<file path="src/iso2ep_pkg.sv">
package iso2ep_pkg;

	localparam int unsigned TS_LENGTH = 19;
	localparam int unsigned YEAR_MIN  = 1970;
	localparam int unsigned YEAR_MAX  = 2100;
	localparam int unsigned MQ_DEPTH  = 4;
	localparam int unsigned MQ_AW     = $clog2(MQ_DEPTH);
	localparam int unsigned OQ_DEPTH  = 8;
	localparam int unsigned OQ_AW     = $clog2(OQ_DEPTH);

	localparam logic [7:0] CH_DASH  = 8'h2d;
	localparam logic [7:0] CH_COLON = 8'h3a;
	localparam logic [7:0] CH_T     = 8'h54;
	localparam logic [7:0] CH_ZERO  = 8'h30;
	localparam logic [7:0] CH_NINE  = 8'h39;

	// year 2100 is the one year in range with year % 4 == 0 that is not leap
	localparam logic [7:0] YOFF_2100 = 8'(YEAR_MAX - YEAR_MIN);

	typedef struct packed {
		logic [7:0] char_code;
		logic       end_of_text;
	} in_item_t;

	typedef struct packed {
		logic        ok;
		logic [31:0] epoch_seconds;
	} out_item_t;

	// one parsed text, fields already narrowed to their checked ranges
	typedef struct packed {
		logic       ok;
		logic [7:0] yoff;
		logic [3:0] month_idx;
		logic [4:0] day;
		logic [4:0] hour;
		logic [5:0] minute;
		logic [5:0] second;
	} rec_t;

	function automatic logic [8:0] month_start(input logic [3:0] idx);
		case (idx)
			4'd0:    month_start = 9'd0;
			4'd1:    month_start = 9'd31;
			4'd2:    month_start = 9'd59;
			4'd3:    month_start = 9'd90;
			4'd4:    month_start = 9'd120;
			4'd5:    month_start = 9'd151;
			4'd6:    month_start = 9'd181;
			4'd7:    month_start = 9'd212;
			4'd8:    month_start = 9'd243;
			4'd9:    month_start = 9'd273;
			4'd10:   month_start = 9'd304;
			4'd11:   month_start = 9'd334;
			default: month_start = 9'd0;
		endcase
	endfunction

endpackage

</file>
<file path="src/iso2ep_front.sv">
module iso2ep_front import iso2ep_pkg::*; (
	input  logic     clk,
	input  logic     arst_n,
	input  logic     accept,
	input  in_item_t item,
	output logic     rec_push,
	output rec_t     rec
);

	logic [4:0]  pos_q, pos_n;
	logic        err_q, err_n;
	logic [13:0] year_q, year_n;
	logic [6:0]  month_q, month_n, day_q, day_n, hour_q, hour_n;
	logic [6:0]  minute_q, minute_n, second_q, second_n;
	logic        digit;
	logic [3:0]  d;
	logic [7:0]  c;

	function automatic logic [13:0] acc14(input logic [13:0] a, input logic [3:0] dg);
		acc14 = {a[10:0], 3'b000} + {a[12:0], 1'b0} + {10'd0, dg};
	endfunction

	function automatic logic [6:0] acc7(input logic [6:0] a, input logic [3:0] dg);
		acc7 = {a[3:0], 3'b000} + {a[5:0], 1'b0} + {3'd0, dg};
	endfunction

	assign c     = item.char_code;
	assign digit = (c >= CH_ZERO) && (c <= CH_NINE);
	assign d     = digit ? 4'(c - CH_ZERO) : 4'd0;

	always_comb begin
		pos_n    = pos_q;
		err_n    = err_q;
		year_n   = year_q;
		month_n  = month_q;
		day_n    = day_q;
		hour_n   = hour_q;
		minute_n = minute_q;
		second_n = second_q;
		if (pos_q < 5'(TS_LENGTH)) begin
			pos_n = pos_q + 5'd1;
			case (pos_q) inside
				5'd4, 5'd7:   if (c != CH_DASH) err_n = 1'b1;
				5'd10:        if (c != CH_T) err_n = 1'b1;
				5'd13, 5'd16: if (c != CH_COLON) err_n = 1'b1;
				default: begin
					if (!digit) begin
						err_n = 1'b1;
					end else begin
						case (pos_q) inside
							[5'd0:5'd3]:   year_n   = acc14(year_q, d);
							[5'd5:5'd6]:   month_n  = acc7(month_q, d);
							[5'd8:5'd9]:   day_n    = acc7(day_q, d);
							[5'd11:5'd12]: hour_n   = acc7(hour_q, d);
							[5'd14:5'd15]: minute_n = acc7(minute_q, d);
							default:       second_n = acc7(second_q, d);
						endcase
					end
				end
			endcase
		end
	end

	assign rec_push = accept && item.end_of_text;

	always_comb begin
		rec.ok = (pos_n == 5'(TS_LENGTH)) && !err_n &&
		         (year_n >= 14'(YEAR_MIN)) && (year_n <= 14'(YEAR_MAX)) &&
		         (month_n >= 7'd1) && (month_n <= 7'd12) &&
		         (day_n >= 7'd1) && (day_n <= 7'd31) &&
		         (hour_n <= 7'd23) && (minute_n <= 7'd59) && (second_n <= 7'd59);
		rec.yoff      = 8'(year_n - 14'(YEAR_MIN));
		rec.month_idx = 4'(month_n - 7'd1);
		rec.day       = day_n[4:0];
		rec.hour      = hour_n[4:0];
		rec.minute    = minute_n[5:0];
		rec.second    = second_n[5:0];
	end

	always_ff @(posedge clk or negedge arst_n) begin
		if (!arst_n) begin
			pos_q    <= '0;
			err_q    <= 1'b0;
			year_q   <= '0;
			month_q  <= '0;
			day_q    <= '0;
			hour_q   <= '0;
			minute_q <= '0;
			second_q <= '0;
		end else if (accept) begin
			if (item.end_of_text) begin
				pos_q    <= '0;
				err_q    <= 1'b0;
				year_q   <= '0;
				month_q  <= '0;
				day_q    <= '0;
				hour_q   <= '0;
				minute_q <= '0;
				second_q <= '0;
			end else begin
				pos_q    <= pos_n;
				err_q    <= err_n;
				year_q   <= year_n;
				month_q  <= month_n;
				day_q    <= day_n;
				hour_q   <= hour_n;
				minute_q <= minute_n;
				second_q <= second_n;
			end
		end
	end

endmodule

</file>
<file path="src/iso2ep_queue.sv">
module iso2ep_queue import iso2ep_pkg::*; (
	input  logic clk,
	input  logic arst_n,
	input  logic push,
	input  rec_t push_data,
	output logic full,
	input  logic pop,
	output rec_t pop_data,
	output logic empty
);

	rec_t             mem_q [MQ_DEPTH];
	logic [MQ_AW-1:0] wr_q, rd_q;
	logic [MQ_AW:0]   count_q;
	logic             do_push, do_pop;

	assign full     = (count_q == (MQ_AW+1)'(MQ_DEPTH));
	assign empty    = (count_q == '0);
	assign do_push  = push && !full;
	assign do_pop   = pop && !empty;
	assign pop_data = mem_q[rd_q];

	always_ff @(posedge clk) begin
		if (do_push) mem_q[wr_q] <= push_data;
	end

	always_ff @(posedge clk or negedge arst_n) begin
		if (!arst_n) begin
			wr_q    <= '0;
			rd_q    <= '0;
			count_q <= '0;
		end else begin
			if (do_push) wr_q <= wr_q + 1'b1;
			if (do_pop) rd_q <= rd_q + 1'b1;
			count_q <= count_q + (MQ_AW+1)'(do_push) - (MQ_AW+1)'(do_pop);
		end
	end

endmodule

</file>
<file path="src/iso2ep_back.sv">
module iso2ep_back import iso2ep_pkg::*; (
	input  logic      clk,
	input  logic      arst_n,
	input  logic      rec_empty,
	input  rec_t      rec,
	output logic      rec_pop,
	output logic      empty,
	input  logic      pop,
	output out_item_t result
);

	logic             v_s1, v_s2, v_s3;
	logic             ok_s1, ok_s2;
	logic [15:0]      days_s1;
	logic [16:0]      tod_s1, tod_s2;
	logic [31:0]      prod_s2;
	out_item_t        res_s3;
	out_item_t        oq_q [OQ_DEPTH];
	logic [OQ_AW-1:0] wr_q, rd_q;
	logic [OQ_AW:0]   count_q;
	logic [OQ_AW+1:0] claimed;
	logic             leap, do_pop;
	logic [15:0]      days;
	logic [16:0]      tod;

	// room is reserved for every beat still in the pipe
	assign claimed = {1'b0, count_q} + (OQ_AW+2)'(v_s1) + (OQ_AW+2)'(v_s2)
	                 + (OQ_AW+2)'(v_s3);
	assign rec_pop = !rec_empty && (claimed < (OQ_AW+2)'(OQ_DEPTH));
	assign empty   = (count_q == '0);
	assign do_pop  = pop && !empty;
	assign result  = oq_q[rd_q];

	always_comb begin
		leap = (2'(rec.yoff + 8'd2) == 2'd0) && (rec.yoff != YOFF_2100);
		days = 16'({8'd0, rec.yoff} * 16'd365)
		     + {8'd0, 8'(rec.yoff + 8'd1) >> 2}
		     + {7'd0, month_start(rec.month_idx)}
		     + {15'd0, leap && (rec.month_idx >= 4'd2)}
		     + {11'd0, rec.day} - 16'd1;
		tod  = 17'({12'd0, rec.hour} * 17'd3600)
		     + 17'({11'd0, rec.minute} * 17'd60)
		     + {11'd0, rec.second};
	end

	always_ff @(posedge clk) begin
		ok_s1   <= rec.ok;
		days_s1 <= days;
		tod_s1  <= tod;
		ok_s2   <= ok_s1;
		prod_s2 <= 32'({16'd0, days_s1} * 32'd86400);
		tod_s2  <= tod_s1;
		res_s3.ok            <= ok_s2;
		res_s3.epoch_seconds <= ok_s2 ? (prod_s2 + {15'd0, tod_s2}) : 32'd0;
		if (v_s3) oq_q[wr_q] <= res_s3;
	end

	always_ff @(posedge clk or negedge arst_n) begin
		if (!arst_n) begin
			v_s1    <= 1'b0;
			v_s2    <= 1'b0;
			v_s3    <= 1'b0;
			wr_q    <= '0;
			rd_q    <= '0;
			count_q <= '0;
		end else begin
			v_s1 <= rec_pop;
			v_s2 <= v_s1;
			v_s3 <= v_s2;
			if (v_s3) wr_q <= wr_q + 1'b1;
			if (do_pop) rd_q <= rd_q + 1'b1;
			count_q <= count_q + (OQ_AW+1)'(v_s3) - (OQ_AW+1)'(do_pop);
		end
	end

endmodule

</file>
<file path="src/iso8601_timestamp_to_epoch_unit.sv">
// Converts YYYY-MM-DDThh:mm:ss text to Unix seconds.
// Input queue side: one character per beat on item, taken when push is high
// and full is low. end_of_text marks the last character; only that beat
// produces a result. Characters past the 19th are ignored.
// Result queue side: while empty is low, result holds the oldest result
// (ok flag, epoch_seconds, zero when not ok); pop takes it.
// Throughput: while full is low, one character per cycle; one text may end every cycle.
// A result passes in order through the parse queue write, day count, multiply
// by 86400, final add and result queue.
// A 4-entry queue of parsed texts sits between the parser and the arithmetic
// pipe; the pipe only starts a text when the 8-entry result queue has room
// for it, so a stalled receiver backs up through the parse queue into full.
// Reset clears the parser state and both queues; nothing is in flight after.
module iso8601_timestamp_to_epoch_unit import iso2ep_pkg::*; (
	input  logic      clk,
	input  logic      arst_n,
	input  logic      push,
	output logic      full,
	input  in_item_t  item,
	output logic      empty,
	input  logic      pop,
	output out_item_t result
);

	logic accept, rec_push, rec_pop, mq_empty;
	rec_t rec_in, rec_out;

	assign accept = push && !full;

	iso2ep_front u_front (
		.clk      (clk),
		.arst_n   (arst_n),
		.accept   (accept),
		.item     (item),
		.rec_push (rec_push),
		.rec      (rec_in)
	);

	iso2ep_queue u_queue (
		.clk       (clk),
		.arst_n    (arst_n),
		.push      (rec_push),
		.push_data (rec_in),
		.full      (full),
		.pop       (rec_pop),
		.pop_data  (rec_out),
		.empty     (mq_empty)
	);

	iso2ep_back u_back (
		.clk       (clk),
		.arst_n    (arst_n),
		.rec_empty (mq_empty),
		.rec       (rec_out),
		.rec_pop   (rec_pop),
		.empty     (empty),
		.pop       (pop),
		.result    (result)
	);

	a_zero_when_bad: assert property (@(posedge clk) disable iff (!arst_n)
		(!empty && !result.ok) |-> (result.epoch_seconds == 32'd0))
		else $error("failed text gives nonzero seconds");

	a_max_epoch: assert property (@(posedge clk) disable iff (!arst_n)
		(!empty && result.ok) |-> (result.epoch_seconds <= 32'd4133980799))
		else $error("seconds beyond end of 2100");

	a_full_needs_backlog: assert property (@(posedge clk) disable iff (!arst_n)
		full |-> !mq_empty)
		else $error("full raised with empty parse queue");

endmodule
</file>
<file path="config.mk">
export PLATFORM = sky130hd
export DESIGN_NAME = iso8601_timestamp_to_epoch_unit
export DESIGN_NICKNAME = d
export VERILOG_FILES = /design/src/iso2ep_pkg.sv /design/src/iso2ep_front.sv /design/src/iso2ep_queue.sv /design/src/iso2ep_back.sv /design/src/iso8601_timestamp_to_epoch_unit.sv
export SDC_FILE = /design/constraint.sdc
export NUM_CORES = 1
export LEC_CHECK = 0
export BUFFER_PORTS_ARGS = -buffer_cell sky130_fd_sc_hd__buf_2
export CAP_MARGIN = 10
export CELL_PAD_IN_SITES_DETAIL_PLACEMENT = 0
export CELL_PAD_IN_SITES_GLOBAL_PLACEMENT = 1
export CORE_MARGIN = 1.5
export CORE_UTILIZATION = 55
export DETAILED_ROUTE_END_ITERATION = 6
export GPL_ROUTABILITY_DRIVEN = 0
export GPL_TIMING_DRIVEN = 0
export PLACE_DENSITY = 0.89
export SLEW_MARGIN = 10
export SYNTH_ARGS = -nofsm -noshare
export SYNTH_HDL_FRONTEND = slang
export SYNTH_SLANG_ARGS = --single-unit
export TNS_END_PERCENT = 10
</file>
<file path="constraint.sdc">
create_clock -name clk -period 12.5 [get_ports clk]
set_clock_uncertainty 0.1 [all_clocks]
set_input_delay 2.5 -clock clk [delete_from_list [all_inputs] [get_ports clk]]
set_output_delay 2.5 -clock clk [all_outputs]
set_load 0.02 [all_outputs]
</file>
==> results.md <==
- Post-cts sizing count: 0
- Detailed Routing Iterations Pass 1: 5
- H-tree levels: 2
- RSZ-0062 raised after global routing: no
- Synth top area cells: edfxtp_1, ha_1, mux4_2
- Period utilization: 0.600
- Die area: 58,200 µm²
- CP startpoint kind: register
- Total GRT Usage: 0.222
- Post-synth top cells: edfxtp_1, ha_1, inv_1
- Fin. Hold Viols: 0
- Cts bufs inserted: 60
- Post-route insts no fill: 3,210
- Register bit total from synthesis: 589
- WHS: 0.224 ns
- CP startpoint: u_queue.rd_q[1]$_DFFE_PN0P_
- Top-Level Pins: 48
- GRT Residual Overflow: 0
- Max Cap Viol: 0
- PortBufs: 47
- Number of flops mapped to enable cells by yosys: 404
- Syn Inst Count: 2,275
- Vert. Die Dim: 241 µm
- Syn_area_per_cell: 13.7 µm²
- Bufs and invs on worst path: 4
- Minimum clock period: 7.50 ns
- Mapped cell area: 31,200 µm²
- Setup TNS: 0 ns
- Design area: 34,800 µm²
- # setup viols final: 0
- Area after DPL: 32,800 µm²
- Chip width: 241 µm
- Max Root-Sink Buffers: 3
- CP max stage delay: 0.57 ns
- HP Class: register to register
- Worst hold path stage count: 0
- Vias in the first global route: 18,900
- CP Class: register to register
- Top cell type's share of synthesized area: 0.388
- Area grow syn2layout: 11.5%
- Antenna violations before repair: 1
- Hold Path Sink: u_back.tod_s2[13]$_DFF_P_
- Status: finished, final reports clean
- Final Slew Violations: 0
- Reg2reg start: u_queue.rd_q[1]$_DFFE_PN0P_
- Root Buffer: clkbuf_16
- First-pass GRT wire length: 100 mm
- Row Count: 87
- Postcts setup bufs: 0
- Worst slew margin: 0.338
- Inserted Diodes: 0
- Core ar.: 56,300 µm²
- DRC viols: 0
- Routed Antenna Nets: 0
- Async S/R FF share, synth: 0.127
- Main synth FF type: edfxtp_1
- Critical-path cell list: clkbuf_1 > clkbuf_1 > clkbuf_1 > mux4_2 > ha_1 > nand3_1 > xnor2_1 > fa_1 > fa_1 > inv_1 > fa_1 > fa_1 > ha_1 > a21o_1 > a21oi_1 > o21ai_1 > a211oi_1 > o31ai_1 > or4_1 > a41o_1 > a21oi_1 > xnor2_1
- Reg clk slew, reported paths: 0.07 ns
- Syn nets: 2,676
- Worst-Margin Slew: 0.987 ns
- Fmax: 133 MHz
- R2R cell count: 22
- Synth Warn #: 0
- Nets: 2,803
- Total number of vias: 18,000
- HP Start: u_back.tod_s1[13]$_DFF_P_
- Largest net degree at the start of global routing: 55
- Hold buffers post-CTS: 0
- Iteration-0 DRC Markers: 1,089
- Worst flop-to-flop path endpoint: u_back.days_s1[15]$_DFF_P_
- Yosys cell types: 76
- Placed cells: 3,096
- Sequential cell area fraction in the yosys report: 0.519
- Critical path endpoint category: register
- CP most frequent cell: fa_1
- CTS tree: built
- Area leader, netlist: edfxtp_1
- CTS sink cnt: 589
- Routed len/inst: 19.5 µm
- CP top delay family: adder cells
- Routed wire length: 62.5 mm
- Initial Utilization: 0.555
- Avg Vias per Cell: 5.62
- Worst-path maximum fanout: 10
- Worst endpoint data arrival time: 7.90 ns
- Most common cell in the synthesized netlist: edfxtp_1
- Layout cells sized above 1: 0.145
- Worst path slowest cell: clkbuf_1
- R2R setup slack: 5.00 ns
- Detailed placer's ending HPWL: 44.1 mm
- Crit path required time: 12.90 ns
- Worst skew pair latency: 0.64 ns
## state kept, by name, summed over array words and instances, names as in the netlist, 14 cells and up
name	flops
u_back.prod_s2	25
u_back.oq_q	264
u_queue.mem_q	140
u_back.res_s3	33
u_back.tod_s2	17
u_back.days_s1	16
u_back.tod_s1	17
u_front.year_q	14
## placed cells by master, fill, tap and decap left out, types with 52 or more instances in the layout
cell,n
edfxtp_1,404
ha_1,288
inv_1,267
dfxtp_1,110
xnor2_1,108
mux4_2,101
fa_1,100
a21oi_1,87
o21ai_0,87
dfrtp_1,75
nand2_1,73
clkbuf_16,61
clkbuf_1,54
mux2_2,53
buf_2,52
## kinds of logic (layout without fill, tap and decap cells)
logic type	Yosys count	count (layout)	share of synthesized area
flops	589	589	0.519
fa+ha+maj	388	388	0.179
buf+inv	330	509	0.0403
simple gates	326	326	0.0559
compound gates	323	323	0.0665
mux	172	172	0.0977
xor+xnor	147	147	0.0412
## worst max path at each step
stage                                       endpoint  slack [ns]  cells after the start
after floorplan           u_back.days_s1[15]$_DFF_P_        5.87                     22
after global placement    u_back.days_s1[15]$_DFF_P_        4.93                     22
after detailed placement  u_back.days_s1[15]$_DFF_P_        4.94                     22
after CTS                 u_back.days_s1[15]$_DFF_P_        4.87                     22
after global routing      u_back.days_s1[15]$_DFF_P_        4.53                     22
final                     u_back.days_s1[15]$_DFF_P_        5.00                     22
## metal layers
metal	track usage	routed length, µm
met1	0.269	25200
met2	0.410	33100
met3	0.0267	2470
met4	0.0718	1740
met5	0	8
## metrics by stage
step	utilization	setup WS, ns
finish	0.619	5.00
global route	0.619	4.53
CTS	0.619	4.87
detailed placement	0.582	4.94
global placement	0.576	4.93
floorplan	-	5.87
## area by class of cell
class	instances	area (µm²)
inverter	267	1000
sequential	589	16200
fill	4109	21500
multi-input combinational	1356	13800
buffer	63	255
clock inverter	39	445
timing repair buffer	65	537
tap	756	946
clock buffer	75	1600
Power is left out: the tool's default activity adds up to more than one toggle a clock period on the data nets, which glitch-free logic cannot reach.
